`src/rtl/u2u_pkg.sv`:
```
package u2u_pkg;

	// result status codes
	typedef enum logic [1:0] {
		ST_OK           = 2'd0,
		ST_BAD_LEAD     = 2'd1,
		ST_MISSING_CONT = 2'd2,
		ST_FULL         = 2'd3
	} status_t;

	// decoder phase
	typedef enum logic [1:0] {
		PH_LEAD        = 2'd0,
		PH_LAST_OF_2   = 2'd1,
		PH_SECOND_OF_3 = 2'd2,
		PH_LAST_OF_3   = 2'd3
	} phase_t;

	// configuration register indexes
	localparam logic CFG_DEST_CAPACITY = 1'b0;
	localparam logic CFG_COUNT_ONLY    = 1'b1;

	localparam int UNIT_W = 16;
	localparam logic [UNIT_W-1:0] COUNT_MAX = '1;

	typedef struct packed {
		phase_t              phase;
		logic [UNIT_W-1:0]   partial;
		logic [UNIT_W-1:0]   units;
		logic                discarding;
	} dec_state_t;

	typedef struct packed {
		logic [UNIT_W-1:0] capacity;
		logic              count_only;
	} cfg_t;

	typedef struct packed {
		logic              valid;
		logic [UNIT_W-1:0] code_unit;
		logic              is_last;
		logic [UNIT_W-1:0] unit_count;
		status_t           status;
	} dec_result_t;

endpackage

```
`src/rtl/u2u_cfg.sv`:
```
module u2u_cfg (
	input  logic                      clk,
	input  logic                      arst_n,
	input  logic                      cfg_write,
	input  logic                      cfg_index,
	input  logic [u2u_pkg::UNIT_W-1:0] cfg_data,
	output u2u_pkg::cfg_t             cfg
);

	u2u_pkg::cfg_t cfg_q;

	always_ff @(posedge clk or negedge arst_n) begin
		if (!arst_n) begin
			cfg_q.capacity   <= u2u_pkg::COUNT_MAX;
			cfg_q.count_only <= 1'b0;
		end else if (cfg_write) begin
			case (cfg_index)
				u2u_pkg::CFG_DEST_CAPACITY: cfg_q.capacity <= cfg_data;
				u2u_pkg::CFG_COUNT_ONLY:    cfg_q.count_only <= cfg_data[0];
				default: cfg_q <= cfg_q;
			endcase
		end
	end

	assign cfg = cfg_q;

endmodule

```
`src/rtl/u2u_step.sv`:
```
module u2u_step (
	input  logic [7:0]          byte_in,
	input  u2u_pkg::cfg_t       cfg,
	input  u2u_pkg::dec_state_t cur,
	output u2u_pkg::dec_state_t nxt,
	output u2u_pkg::dec_result_t res
);

	logic                       is_nul;
	logic                       is_ascii;
	logic                       is_cont;
	logic                       is_lead2;
	logic                       is_lead3;
	logic [u2u_pkg::UNIT_W-1:0] units_inc;
	logic [u2u_pkg::UNIT_W-1:0] cont_unit;

	assign is_nul    = (byte_in == 8'h00);
	assign is_ascii  = !byte_in[7];
	assign is_cont   = (byte_in[7:6] == 2'b10);
	assign is_lead2  = (byte_in[7:5] == 3'b110);
	assign is_lead3  = (byte_in[7:4] == 4'b1110);
	assign units_inc = (cur.units == u2u_pkg::COUNT_MAX) ? cur.units
		: cur.units + u2u_pkg::UNIT_W'(1);
	assign cont_unit = cur.partial | {10'd0, byte_in[5:0]};

	always_comb begin
		nxt            = cur;
		res.valid      = 1'b0;
		res.code_unit  = '0;
		res.is_last    = 1'b0;
		res.unit_count = cur.units;
		res.status     = u2u_pkg::ST_OK;

		if (cur.discarding) begin
			// drop bytes through the terminator
			if (is_nul) begin
				nxt = '0;
			end
		end else begin
			if (!cfg.count_only && !(cur.units < cfg.capacity)) begin
				res.valid   = 1'b1;
				res.is_last = 1'b1;
				res.status  = u2u_pkg::ST_FULL;
			end else begin
				case (cur.phase)
					u2u_pkg::PH_LEAD: begin
						if (is_ascii) begin
							nxt.units     = units_inc;
							res.code_unit = {9'd0, byte_in[6:0]};
							res.unit_count = units_inc;
							res.is_last   = is_nul;
							res.valid     = is_nul || !cfg.count_only;
						end else if (is_lead2) begin
							nxt.partial = {5'd0, byte_in[4:0], 6'd0};
							nxt.phase   = u2u_pkg::PH_LAST_OF_2;
						end else if (is_lead3) begin
							nxt.partial = {byte_in[3:0], 12'd0};
							nxt.phase   = u2u_pkg::PH_SECOND_OF_3;
						end else begin
							res.valid   = 1'b1;
							res.is_last = 1'b1;
							res.status  = u2u_pkg::ST_BAD_LEAD;
						end
					end
					u2u_pkg::PH_SECOND_OF_3: begin
						if (is_cont) begin
							nxt.partial = cur.partial | {4'd0, byte_in[5:0], 6'd0};
							nxt.phase   = u2u_pkg::PH_LAST_OF_3;
						end else begin
							res.valid   = 1'b1;
							res.is_last = 1'b1;
							res.status  = u2u_pkg::ST_MISSING_CONT;
						end
					end
					u2u_pkg::PH_LAST_OF_2, u2u_pkg::PH_LAST_OF_3: begin
						if (is_cont) begin
							nxt.units      = units_inc;
							nxt.phase      = u2u_pkg::PH_LEAD;
							res.code_unit  = cont_unit;
							res.unit_count = units_inc;
							res.valid      = !cfg.count_only;
						end else begin
							res.valid   = 1'b1;
							res.is_last = 1'b1;
							res.status  = u2u_pkg::ST_MISSING_CONT;
						end
					end
					default: begin
						nxt = cur;
					end
				endcase
			end

			// end of string: terminator or error
			if (res.is_last) begin
				if (is_nul) begin
					nxt = '0;
				end else begin
					nxt.discarding = 1'b1;
				end
			end
		end
	end

endmodule

```
`src/rtl/utf8_to_ucs2_decoder.sv`:
```
// UTF-8 to UCS-2 decoder. Bytes of a NUL-terminated UTF-8 string enter on
// the in_* channel, one transaction per byte, and 16-bit code units leave on
// the out_* channel. One-, two- and three-byte sequences are decoded with no
// overlong or surrogate checks; the terminating NUL comes out as a unit of
// value 0 with is_last set, and the decoder then starts a new string. An
// error (bad lead byte, missing continuation, or unit count reaching
// dest_capacity, checked before every byte unless count_only is set) gives
// one transaction with is_last set, code_unit 0 and the status code, after
// which bytes are dropped through the next NUL unless that byte was the NUL.
// With count_only set, only the final transaction of each string is given,
// with the unit count saturating at 65535. Throughput is one byte per clock
// unless a result waits under out_stall: a byte is registered, decoded
// against the phase/partial/count state, and its result is registered once
// the output register is free. While a result waits under out_stall and a
// byte sits behind it, in_stall follows out_stall. Configuration writes take
// effect from the next byte and should be made while idle.
module utf8_to_ucs2_decoder (
	input  logic        clk,
	input  logic        arst_n,
	// configuration
	input  logic        cfg_write,
	input  logic        cfg_index,
	input  logic [15:0] cfg_data,
	// byte input
	input  logic        in_valid,
	output logic        in_stall,
	input  logic [7:0]  in_byte,
	// code unit output
	output logic        out_valid,
	input  logic        out_stall,
	output logic [15:0] code_unit,
	output logic        is_last,
	output logic [15:0] unit_count,
	output logic [1:0]  status
);

	u2u_pkg::cfg_t       cfg;
	u2u_pkg::dec_state_t state_q;
	u2u_pkg::dec_state_t state_nxt;
	u2u_pkg::dec_result_t res;

	logic       valid_s1;
	logic [7:0] byte_s1;
	logic       out_free;
	logic       advance;

	logic        out_valid_q;
	logic [15:0] code_unit_q;
	logic        is_last_q;
	logic [15:0] unit_count_q;
	logic [1:0]  status_q;

	u2u_cfg u_cfg (
		.clk       (clk),
		.arst_n    (arst_n),
		.cfg_write (cfg_write),
		.cfg_index (cfg_index),
		.cfg_data  (cfg_data),
		.cfg       (cfg)
	);

	// output register can take a new result this cycle
	assign out_free = !out_valid_q || !out_stall;
	// the registered byte is decoded and retired
	assign advance  = valid_s1 && out_free;
	// input stage holds only while its byte cannot retire
	assign in_stall = valid_s1 && !out_free;

	// input register
	always_ff @(posedge clk or negedge arst_n) begin
		if (!arst_n) begin
			valid_s1 <= 1'b0;
		end else if (!in_stall) begin
			valid_s1 <= in_valid;
		end
	end

	always_ff @(posedge clk) begin
		if (in_valid && !in_stall) begin
			byte_s1 <= in_byte;
		end
	end

	// combinational decode step
	u2u_step u_step (
		.byte_in (byte_s1),
		.cfg     (cfg),
		.cur     (state_q),
		.nxt     (state_nxt),
		.res     (res)
	);

	// decoder state, updated once per retired byte
	always_ff @(posedge clk or negedge arst_n) begin
		if (!arst_n) begin
			state_q <= '0;
		end else if (advance) begin
			state_q <= state_nxt;
		end
	end

	// result register
	always_ff @(posedge clk or negedge arst_n) begin
		if (!arst_n) begin
			out_valid_q <= 1'b0;
		end else if (out_free) begin
			out_valid_q <= advance && res.valid;
		end
	end

	always_ff @(posedge clk) begin
		if (advance && res.valid) begin
			code_unit_q  <= res.code_unit;
			is_last_q    <= res.is_last;
			unit_count_q <= res.unit_count;
			status_q     <= res.status;
		end
	end

	assign out_valid  = out_valid_q;
	assign code_unit  = code_unit_q;
	assign is_last    = is_last_q;
	assign unit_count = unit_count_q;
	assign status     = status_q;

endmodule
```
`config.mk`:
```
export PLATFORM = sky130hd
export DESIGN_NAME = utf8_to_ucs2_decoder
export DESIGN_NICKNAME = d
export VERILOG_FILES = /design/src/rtl/u2u_pkg.sv /design/src/rtl/u2u_cfg.sv /design/src/rtl/u2u_step.sv /design/src/rtl/utf8_to_ucs2_decoder.sv
export SDC_FILE = /design/constraint.sdc
export NUM_CORES = 1
export LEC_CHECK = 0
export ABC_CLOCK_PERIOD_IN_PS = 5100
export BUFFER_PORTS_ARGS = -buffer_cell sky130_fd_sc_hd__buf_2
export CAP_MARGIN = 20
export CORE_MARGIN = 2
export CORE_UTILIZATION = 45
export DETAILED_ROUTE_END_ITERATION = 8
export PLACE_DENSITY = 0.71
export SETUP_SLACK_MARGIN = 0.1
export SYNTH_ARGS = -nofsm -noshare
export SYNTH_HDL_FRONTEND = slang
export SYNTH_SLANG_ARGS = --single-unit
```
`constraint.sdc`:
```
create_clock -name clk -period 5.1 [get_ports clk]
set_input_delay 0.255 -clock clk [delete_from_list [all_inputs] [get_ports clk]]
set_output_delay 0.255 -clock clk [all_outputs]
set_load 0.005 [all_outputs]
```
==> results.md, run 1 <==
- Mapped Avg Cell Area: 10.2 um^2
- Post-DR vias/cell: 6.19
- Row count: 38
- Post-cts sizing count: 0
- Worst-margin pin slew: 0.996 ns
- Die Footprint: 12200 um^2
- Max Cap Viol: 0
- Static Leak: 2.40 nW
- #FFs+latches synth: 97
- Final worst slack: 1.34 ns
- Top cell family by delay on the critical path: simple AND/OR/NAND/NOR gates
- Num CTS Buffers: 9
- Crit Path Category: reg -> reg
- Total negative slack: 0 ns
- Worst path bufs/invs: 1
- Arrival time worst endpoint: 3.74 ns
- Slowest-stage cell, CP: nor2_4
- Net Sw Power: 1.16 mW
- CTS root buf: clkbuf_16
- Internal power: 1.80 mW
- Synth Area in Adders: 3.91%
- Compound-Gate Fraction of Synth Area: 20.5%
- Die Height: around 110 um
- CTS tree: built
- DIE WIDTH: about 110 um
- DRT iter0 DRCs: 437
- Req. time, crit path: slightly above 5 ns
- Global-route wire length before repair: 22200 um
- EDFF count, synth: 43
- Peak fanout along the critical path: 35
- Antenna viol nets, final: 0
- Total grt overflow: 0
- I/O pins: 67
- XOR/XNOR Fraction of Synth Area: 0.514%
- Launch point of the worst path: u_cfg.cfg[16]
- Peak supply drop: 217 uV
- Total number of vias: 4343
- Sequential power share: 41.2%
- Clk_lat worst skew: 0.36 ns
- Initial Util: 46.6%
- Main combinational cell family by area after synthesis: compound AO/OA/AOI/OAI gates
- Port-buffer cells: 66
- Worst Setup Start Kind: flop
- Fin. Hold Viols: 0
- Synthesis-to-finish area growth: 14.5%
- Slew margin rel.: 33.4%
- Reg2reg start: u_cfg.cfg[16]
- Period utilization: between 70% and 80%
- Clock Path Buffers: 2
- Post-synthesis async set-or-reset flop share: 55.7%
- PD cells: 505 nW/um^2
- Pre-CTS setup slack: 1.32 ns
- Multiplexer share of the synthesized area: roughly 1.1%
- Crit path time final: 3.76 ns
- WL/cell: 19.2 um
- Netlist Area Pre-Place: 5110 um^2
- Worst path max stage delay: around 0.75 ns
- Synth Area in Simple Gates: between 10% and 20%
- Commonest non-fill, non-tap cell in the layout: buf_2
- Synth Instances: 501
- Sequential fraction of the synthesis area: 52.1%
- Slew Viols, Final: 0
- Core Util, Final: a little over half
- Clock group share of total power: 24.1%
- Final setup fails: 0
- Final net count: 603
- Post-CTS Setup Bufs: 0
- Vias in the first global route: 4151
- Syn nets: 547
- # DRC: 0
- Crit path capture type: flop
- Combinational Power Share: between 30% and 40%
- Reg clk slew, reported paths: roughly 0.07 ns
- Switching share of total power: between 30% and 40%
- Most frequent cells in the layout: 66 x buf_2, 48 x nand2_1, 43 x edfxtp_1
- DRT Pass-1 Iters: 5
- Largest net degree at the start of global routing: 55
- Depth of the CTS H-tree: 3
- CTS sink count: between 90 and 100
- Outcome: completed
- Unrepaired setup endpoints after global routing: no
- Total track usage: around 23%
- Initial antenna violation count: 0
- Hold_buf cts: 0
- Worst path cell trace: inv_1 > ha_1 > nand4_1 > or4_1 > a221o_1 > a31o_4 > o211a_1 > nor2_4
- Warnings from Yosys: 0
- Post-synthesis cell type count: 68
- Core Region: 11000 um^2
- Main synth FF type: edfxtp_1
- Max Clock Skew: 0.00815 ns
- Fmax: 0.266 GHz
- # diodes: 0
- WL final: between 10000 and 15000 um
- Post-DP HPWL: between 9000 and 10000 um
- GPL Wtd Cong: ~0.9
- Hold Path Class: in -> async
- Power consumption: around 3.0 mW
- Layout cells sized above 1: 21.7%
## synthesized netlist by cell type, types with 4 or more instances
library cell	number	area [um^2]
edfxtp_1	43	1290
clkbuf_1	20	75.1
a21oi_1	26	130
nand3_1	20	100
ha_1	16	200
and2_1	9	56.3
o22a_1	6	52.6
nor3_1	17	85.1
o21ai_0	42	210
nand2_1	48	180
a2bb2oi_1	5	43.8
a31o_2	4	35.0
and3_1	14	87.6
nor2_1	31	116
or4_1	5	37.5
o31ai_1	5	37.5
dfrtp_1	38	951
o2bb2ai_1	5	43.8
nand4_1	11	68.8
inv_1	24	90.1
a22o_1	5	43.8
dfstp_2	16	420
a311oi_1	4	35.0
a211o_1	4	35.0
o21a_1	4	30.0
a31oi_1	5	31.3
a22oi_1	5	37.5
## through the flow
stage	cells	instance area, um^2	hold WS [ns]
final	702	5860	0.0275
after CTS	702	5860	0.0717
after global placement	686	5550	0.430
after floorplan	501	5110	-0.0406
after global routing	702	5860	0.0746
after detailed placement	686	5550	0.433
## flip-flops by register name, summed over array words and instances (netlist names)
signal / flops
u_cfg.cfg: 17
status: 2
valid_s1: 1
unit_count: 16
byte_s1: 8
out_valid: 1
code_unit: 16
is_last: 1
state_q: 35
## final cells by class
type	count	area, um^2
clock buffer	9	225
sequential	97	2660
clock inverter	7	83.8
fill	990	5120
inverter	25	93.8
multi-input combinational	351	2230
timing repair buffer	73	383
tap	140	175
## worst reg2reg max path: stages (launching register included)
cell     delay, ns
dfstp_2       0.52
inv_1         0.05
ha_1          0.32
nand4_1       0.19
or4_1         0.58
a221o_1       0.39
a31o_4        0.37
o211a_1       0.20
nor2_4        0.75
## power groups by stage
stage / Combinational (mW) / Sequential, mW / Clock, mW
3_5_place_dp: 1.01 / 1.23 / 0
6_report: 1.03 / 1.22 / 0.711
4_1_cts: 1.01 / 1.21 / 0.717
2_1_floorplan: 0.798 / 1.11 / 0
3_3_place_gp: 0.992 / 1.22 / 0
5_1_grt: 1.14 / 1.24 / 0.752
## cells by family (layout without fill, tap and decap cells)
kind of cell / Yosys count / in the layout
adder cells (fa/ha/maj): 16 / 16
XOR/XNOR: 3 / 3
buffers and inverters: 53 / 114
flip-flops: 97 / 97
AO/OA/AOI/OAI: 149 / 149
multiplexers: 5 / 5
AND/OR/NAND/NOR: 178 / 178
## layer usage
layer	GRT usage [%]	up-vias	routed length, um
li1	-	2000	-
met1	33.2	2109	6070
met2	33.8	214	6050
met3	3.84	20	1100
met4	8.00	0	239
met5	0	-	0
## final timing paths
path	to	slack, ns	cells past startpoint
worst max-delay path	status[1]	1.34	8
worst min-delay path	state_q[0]	0.03	2
worst max register to register	status[1]	1.34	8
worst min register to register	state_q[17]	0.49	1
max in group asynchronous	state_q[18]	4.59	2
min in group clk	byte_s1[7]	0.07	1
No activity file was read; power rests on OpenSTA's default activity.
==> run 2: changes to the inputs <==
--- a/config.mk
+++ b/config.mk
@@ -5,7 +5,7 @@
 export SDC_FILE = /design/constraint.sdc
 export NUM_CORES = 1
 export LEC_CHECK = 0
-export ABC_CLOCK_PERIOD_IN_PS = 5100
+export ABC_CLOCK_PERIOD_IN_PS = 3930
 export BUFFER_PORTS_ARGS = -buffer_cell sky130_fd_sc_hd__buf_2
 export CAP_MARGIN = 20
 export CORE_MARGIN = 2
==> constraint.sdc (replaced) <==
create_clock -name clk -period 3.93 [get_ports clk]
set_input_delay 0.1965 -clock clk [delete_from_list [all_inputs] [get_ports clk]]
set_output_delay 0.1965 -clock clk [all_outputs]
set_load 0.005 [all_outputs]
==> results.md, run 2 (synthesized netlist as in run 1, its figures left out) <==
- DRT iter0 DRCs: 442 (was 437)
- Net Sw Power: 1.54 mW (was 1.16 mW)
- Row count: 38 (unchanged)
- I/O pins: 67 (unchanged)
- Layout cells sized above 1: 22.6% (was 21.7%)
- GPL Wtd Cong: 0.940 (was 0.901)
- Final net count: 611 (was 603)
- Switching share of total power: 39.4% (was 39.2%)
- Req. time, crit path: 3.97 ns (was 5.08 ns)
- DR top layer: met4 (unchanged)
- # DRC: 0 (unchanged)
- Hold Path Class: in -> reg (was in -> async)
- Commonest non-fill, non-tap cell in the layout: buf_2 (unchanged)
- Total negative slack: 0 ns (unchanged)
- Combinational Power Share: 36.0% (was 34.8%)
- Most flops, register: state_q (unchanged)
- Period utilization: 84.4% (was 73.8%)
- CTS sink count: 97 (unchanged)
- Reg clk slew, reported paths: 0.07 ns (about the same)
- Post-DP HPWL: 9650 um (was 9540 um)
- Die Height: 111 um (unchanged)
- Largest net degree at the start of global routing: 35 (was 55)
- Vias in the first global route: 4224 (was 4151)
- Multi-input logic area: 2230 um^2 (unchanged)
- Outcome: completed (unchanged)
- Num CTS Buffers: 9 (unchanged)
- Initial antenna violation count: 0 (unchanged)
- Post-DR vias/cell: 6.11 (was 6.19)
- Peak supply drop: 258 uV (was 217 uV)
- Storage cell area: 2660 um^2 (unchanged)
- Fmax: 0.301 GHz (was 0.266 GHz)
- Max Cap Viol: 0 (unchanged)
- Number of flip-flops in the largest register: 35 (unchanged)
- Worst-margin pin slew: 0.873 ns (was 0.996 ns)
- # diodes: 0 (unchanged)
- CTS root buf: clkbuf_16 (unchanged)
- Max Clock Skew: 0.0107 ns (was 0.00815 ns)
- Fin. Hold Viols: 0 (unchanged)
- Clk_lat worst skew: 0.35 ns (was 0.36 ns)
- DR WL met2: 5930 um (was 6050 um)
- CTS tree: built (unchanged)
- DIE WIDTH: 111 um (unchanged)
- WL/cell: 19.1 um (was 19.2 um)
- Worst Setup Start Kind: flop (unchanged)
- Total grt overflow: 0 (unchanged)
- Arrival time worst endpoint: 3.36 ns (was 3.74 ns)
- Internal power: 2.37 mW (was 1.80 mW)
- Synthesis-to-finish area growth: 16.0% (was 14.5%)
- Die Footprint: 12200 um^2 (unchanged)
- Depth of the CTS H-tree: 3 (unchanged)
- Met3 routed WL: 1130 um (was 1100 um)
- Pre-CTS setup slack: 0.648 ns (was 1.32 ns)
- Fill cells: 976 (was 990)
- Total track usage: 23.1% (was 22.6%)
- Total number of vias: 4338 (was 4343)
- Final worst slack: 0.612 ns (was 1.34 ns)
- Port-buffer cells: 66 (unchanged)
- Antenna viol nets, final: 0 (unchanged)
- Core Region: 11000 um^2 (unchanged)
- PD cells: 658 nW/um^2 (was 505 nW/um^2)
- DRT Pass-1 Iters: 6 (was 5)
- Crit Path Category: reg -> reg (unchanged)
- Wire length on met1: 6200 um (was 6070 um)
- Peak fanout along the critical path: 31 (was 35)
- Global-route wire length before repair: 22600 um (was 22200 um)
- Slew margin rel.: 41.6% (was 33.4%)
- Unrepaired setup endpoints after global routing: no (unchanged)
- Crit path time final: 3.32 ns (was 3.76 ns)
- Initial Util: 46.6% (unchanged)
- Clock Path Buffers: 2 (unchanged)
- Most frequent cells in the layout: 66 x buf_2, 48 x nand2_1, 43 x edfxtp_1 (unchanged)
- WL final: 13600 um (was 13500 um)
- Crit path capture type: flop (unchanged)
- Sequential power share: 40.5% (was 41.2%)
- Static Leak: 2.44 nW (was 2.40 nW)
- Slew Viols, Final: 0 (unchanged)
- Post-CTS Setup Bufs: 0 (unchanged)
- Final setup fails: 0 (unchanged)
- Clock group share of total power: 23.5% (was 24.1%)
-- run 2: final timing paths --
kind                                    start       endpoint  slack (ns)  depth (start not counted)
worst max-delay path            u_cfg.cfg[16]  unit_count[2]        0.61                          9
min in group asynchronous              arst_n   u_cfg.cfg[0]        0.34                          2
worst min-delay path               in_byte[0]     byte_s1[0]        0.01                          1
max in group asynchronous              arst_n    state_q[12]        2.76                          3
worst max register to register  u_cfg.cfg[16]  unit_count[2]        0.61                          9
worst min register to register    state_q[21]    state_q[21]        0.49                          1
-- run 2: critical path, stage by stage (launching register included) --
cell and delay [ns]:
dfstp_2 0.52, inv_1 0.04, ha_1 0.31, nand4_1 0.18
or4_1 0.58, a221o_1 0.38, a31o_4 0.37, o211a_1 0.19
nor2_4 0.18, buf_12 0.22
-- run 2: layer usage --
layer	track usage (%)	vias to the layer above
li1	-	2015
met1	33.8	2053
met2	34.2	231
met3	4.94	39
met4	7.92	0
met5	0	-
-- run 2: power groups by stage --
stage | clock network (mW) | registers, mW | logic (mW)
finish | 0.917 | 1.58 | 1.40
global route | 0.973 | 1.61 | 1.54
CTS | 0.927 | 1.57 | 1.37
detailed placement | 0 | 1.59 | 1.36
global placement | 0 | 1.59 | 1.34
floorplan | 0 | 1.44 | 1.04
-- run 2: repair_timing --
action,4_1_cts,5_1_grt
hold buffers,1,0
endpoints found under the hold margin,6,0
gates resized for setup,0,0
-- run 2: stage by stage --
stage          util, %  hold slack (ns)  cell area (um^2)  total power [mW]  cells
2_1_floorplan        -          -0.0991              5120              2.48    501
3_3_place_gp      51.1            0.164              5610              2.93    693
3_5_place_dp      51.1            0.181              5610              2.95    693
4_1_cts           54.0          0.00950              5930              3.87    710
5_1_grt           54.0          0.00520              5930              4.13    710
6_report          54.0           0.0148              5930              3.90    710
-- run 2: cell type report --
class / count / area share [%]
well taps: 140 / 2.95
repair buffers: 81 / 7.72
clock inverters: 7 / 1.41
multi-input cells: 351 / 37.7
inverters: 25 / 1.58
clock buffers: 9 / 3.80
flip-flops and latches: 97 / 44.9
==> run 3: changes to the inputs <==
--- a/config.mk
+++ b/config.mk
@@ -5,13 +5,13 @@
 export SDC_FILE = /design/constraint.sdc
 export NUM_CORES = 1
 export LEC_CHECK = 0
-export ABC_CLOCK_PERIOD_IN_PS = 3930
+export ABC_CLOCK_PERIOD_IN_PS = 2700
 export BUFFER_PORTS_ARGS = -buffer_cell sky130_fd_sc_hd__buf_2
 export CAP_MARGIN = 20
 export CORE_MARGIN = 2
 export CORE_UTILIZATION = 45
 export DETAILED_ROUTE_END_ITERATION = 8
-export PLACE_DENSITY = 0.71
+export PLACE_DENSITY = 0.73
 export SETUP_SLACK_MARGIN = 0.1
 export SYNTH_ARGS = -nofsm -noshare
 export SYNTH_HDL_FRONTEND = slang
==> constraint.sdc (replaced) <==
create_clock -name clk -period 2.7 [get_ports clk]
set_input_delay 0.135 -clock clk [delete_from_list [all_inputs] [get_ports clk]]
set_output_delay 0.135 -clock clk [all_outputs]
set_load 0.005 [all_outputs]
==> results.md, run 3 (synthesized netlist as in run 1, its figures left out) <==
- Worst-margin pin slew: 1.09 ns (was 0.873 ns)
- Peak fanout along the critical path: 8 (was 31)
- Die Height: 111 um (unchanged)
- Non-filler cells, final: 814 (was 710)
- Fin. Hold Viols: 3 (was 0)
- Final net count: 715 (was 611)
- Layout cells sized above 1: 44.7% (was 22.6%)
- Power consumption: 7.20 mW (was 3.90 mW)
- WL/cell: 20.2 um (was 19.1 um)
- Crit path time final: 2.96 ns (was 3.32 ns)
- Post-DP HPWL: 10600 um (was 9650 um)
- Initial Util: 46.6% (unchanged)
- # DRC: 0 (unchanged)
- Antenna viol nets, final: 0 (unchanged)
- Core Util, Final: 68.8% (was 54.0%)
- Crit path capture type: flop (unchanged)
- Static Leak: 3.08 nW (was 2.44 nW)
- CTS root buf: clkbuf_16 (unchanged)
- Period utilization: 110% (was 84.4%)
- Slew margin rel.: 27.2% (was 41.6%)
- Crit Path Category: reg -> reg (unchanged)
- Design area: 7560 um^2 (was 5930 um^2)
- Total track usage: 25.7% (was 23.1%)
- Max Cap Viol: 0 (unchanged)
- Die Footprint: 12200 um^2 (unchanged)
- Dpl cells: 757 (was 693)
- DRT Pass-1 Iters: 7 (was 6)
- Final worst slack: -0.258 ns (was 0.612 ns)
- Number of flip-flops in the largest register: 35 (unchanged)
- CTS sink count: 97 (unchanged)
- Min Hold Slack: -0.00458 ns (was 0.0148 ns)
- Post-DR vias/cell: 6.11 (about the same)
- Multi-input logic area: 2850 um^2 (was 2230 um^2)
- Slew Viols, Final: 0 (unchanged)
- Fill cells: 778 (was 976)
- DIE WIDTH: 111 um (unchanged)
- Pre-CTS setup slack: -0.280 ns (was 0.648 ns)
- Req. time, crit path: 2.77 ns (was 3.97 ns)
- Fmax: 0.338 GHz (was 0.301 GHz)
- Commonest non-fill, non-tap cell in the layout: buf_4 (was buf_2)
- GPL Wtd Cong: 0.994 (was 0.940)
- Total grt overflow: 0 (unchanged)
- Clk_lat worst skew: 0.36 ns (was 0.35 ns)
- Clock Path Buffers: 2 (unchanged)
- Port-buffer cells: 66 (unchanged)
- Peak supply drop: 395 uV (was 258 uV)
- Arrival time worst endpoint: 3.03 ns (was 3.36 ns)
- Most flops, register: state_q (unchanged)
- Max Clock Skew: 0.00966 ns (was 0.0107 ns)
- PD cells: 953 nW/um^2 (was 658 nW/um^2)
- Depth of the CTS H-tree: 3 (unchanged)
- Total number of vias: 4975 (was 4338)
- # diodes: 0 (unchanged)
- Num CTS Buffers: 9 (unchanged)
- Unrepaired setup endpoints after global routing: yes (was no)
- Total negative slack: -15.90 ns (was 0 ns)
- CTS tree: built (unchanged)
- Most frequent cells in the layout: 68 x buf_4, 66 x buf_2, 46 x nand2_1 (was 66 x buf_2, 48 x nand2_1, 43 x edfxtp_1)
- Initial antenna violation count: 0 (unchanged)
- Global-route wire length before repair: 25000 um (was 22600 um)
- Vias in the first global route: 4720 (was 4224)
- I/O pins: 67 (unchanged)
- WL final: 16500 um (was 13600 um)
- Final setup fails: 103 (was 0)
- Failing checks: negative hold slack, negative setup slack
- Outcome: complete, but fails checks (was completed)
- Row count: 38 (unchanged)
- Synthesis-to-finish area growth: 47.8% (was 16.0%)
- Placed cell area: 6190 um^2 (was 5610 um^2)
- DRT iter0 DRCs: 551 (was 442)
- Hold Path Class: in -> reg (unchanged)
- Storage cell area: 2660 um^2 (unchanged)
- Core Region: 11000 um^2 (unchanged)
- Worst Setup Start Kind: flop (unchanged)
- Largest net degree at the start of global routing: 47 (was 35)
- Reg clk slew, reported paths: 0.07 ns (about the same)
run 3: cell count changes in the layout (fill, tap and decap cells not counted), moves of 7 or more:
cell | previous run | this run
and3_4 | 0 | 8
buf_12 | 1 | 9
nor3_1 | 17 | 7
ha_1 | 16 | 9
ha_4 | 0 | 7
dlygate4sd3_1 | 1 | 12
inv_1 | 24 | 17
buf_6 | 0 | 25
buf_4 | 13 | 68
and3_1 | 14 | 6
inv_2 | 0 | 7
o21ai_0 | 42 | 34
run 3: final cells by class:
class	instances	area share, %
flip-flops and latches	97	35.2
well taps	140	2.32
inverters	25	1.24
multi-input cells	353	37.6
repair buffers	183	19.5
clock buffers	9	2.98
clock inverters	7	1.04
run 3: final timing paths:
path                                 endpoint          start  cells after the start  slack [ns]
worst max register to register  unit_count[6]  u_cfg.cfg[11]                     11       -0.26
worst min register to register    state_q[21]    state_q[21]                      1        0.49
worst max-delay path            unit_count[6]  u_cfg.cfg[11]                     11       -0.26
max in group asynchronous       u_cfg.cfg[12]         arst_n                      3        1.80
min in group asynchronous        u_cfg.cfg[0]         arst_n                      2        0.28
worst min-delay path             u_cfg.cfg[6]    cfg_data[5]                      3      -0.005
run 3: where the power goes:
group          total, mW  internal [mW]  leakage, nW  switching [mW]
Sequential          2.14           1.91         1.05           0.223
Combinational       3.75           1.70         1.88            2.05
Clock               1.32          0.728        0.144           0.591
run 3: metal layers:
metal  vias up  part of all wire [%]  global-route usage (%)
met4         0                   2.5                    8.58
met3        43                   8.9                    3.68
met1      2416                    42                    37.6
li1       2227                     -                       -
met2       289                    47                    39.6
met5         -                     0                       0
run 3: timing repair:
| action | in CTS | in global routing |
|---|---|---|
| hold buffers | 11 | 1 |
| endpoints found under the hold margin | 11 | 12 |
| pin swaps | 17 | 49 |
| gates resized for setup | 49 | 93 |
| buffers inserted | 16 | 11 |
| setup endpoints to repair | 104 | 106 |
| cloned | 5 | 1 |
run 3: worst max-delay path, stage by stage, from the launching register on:
cell and delay (ns):
dfstp_2 0.53, inv_2 0.05, ha_4 0.25, nand4_1 0.14, or4_1 0.51, a221o_1 0.32, a31o_4 0.26, o211a_4 0.15
nor2_4 0.12, buf_6 0.13, buf_6 0.10, buf_12 0.11
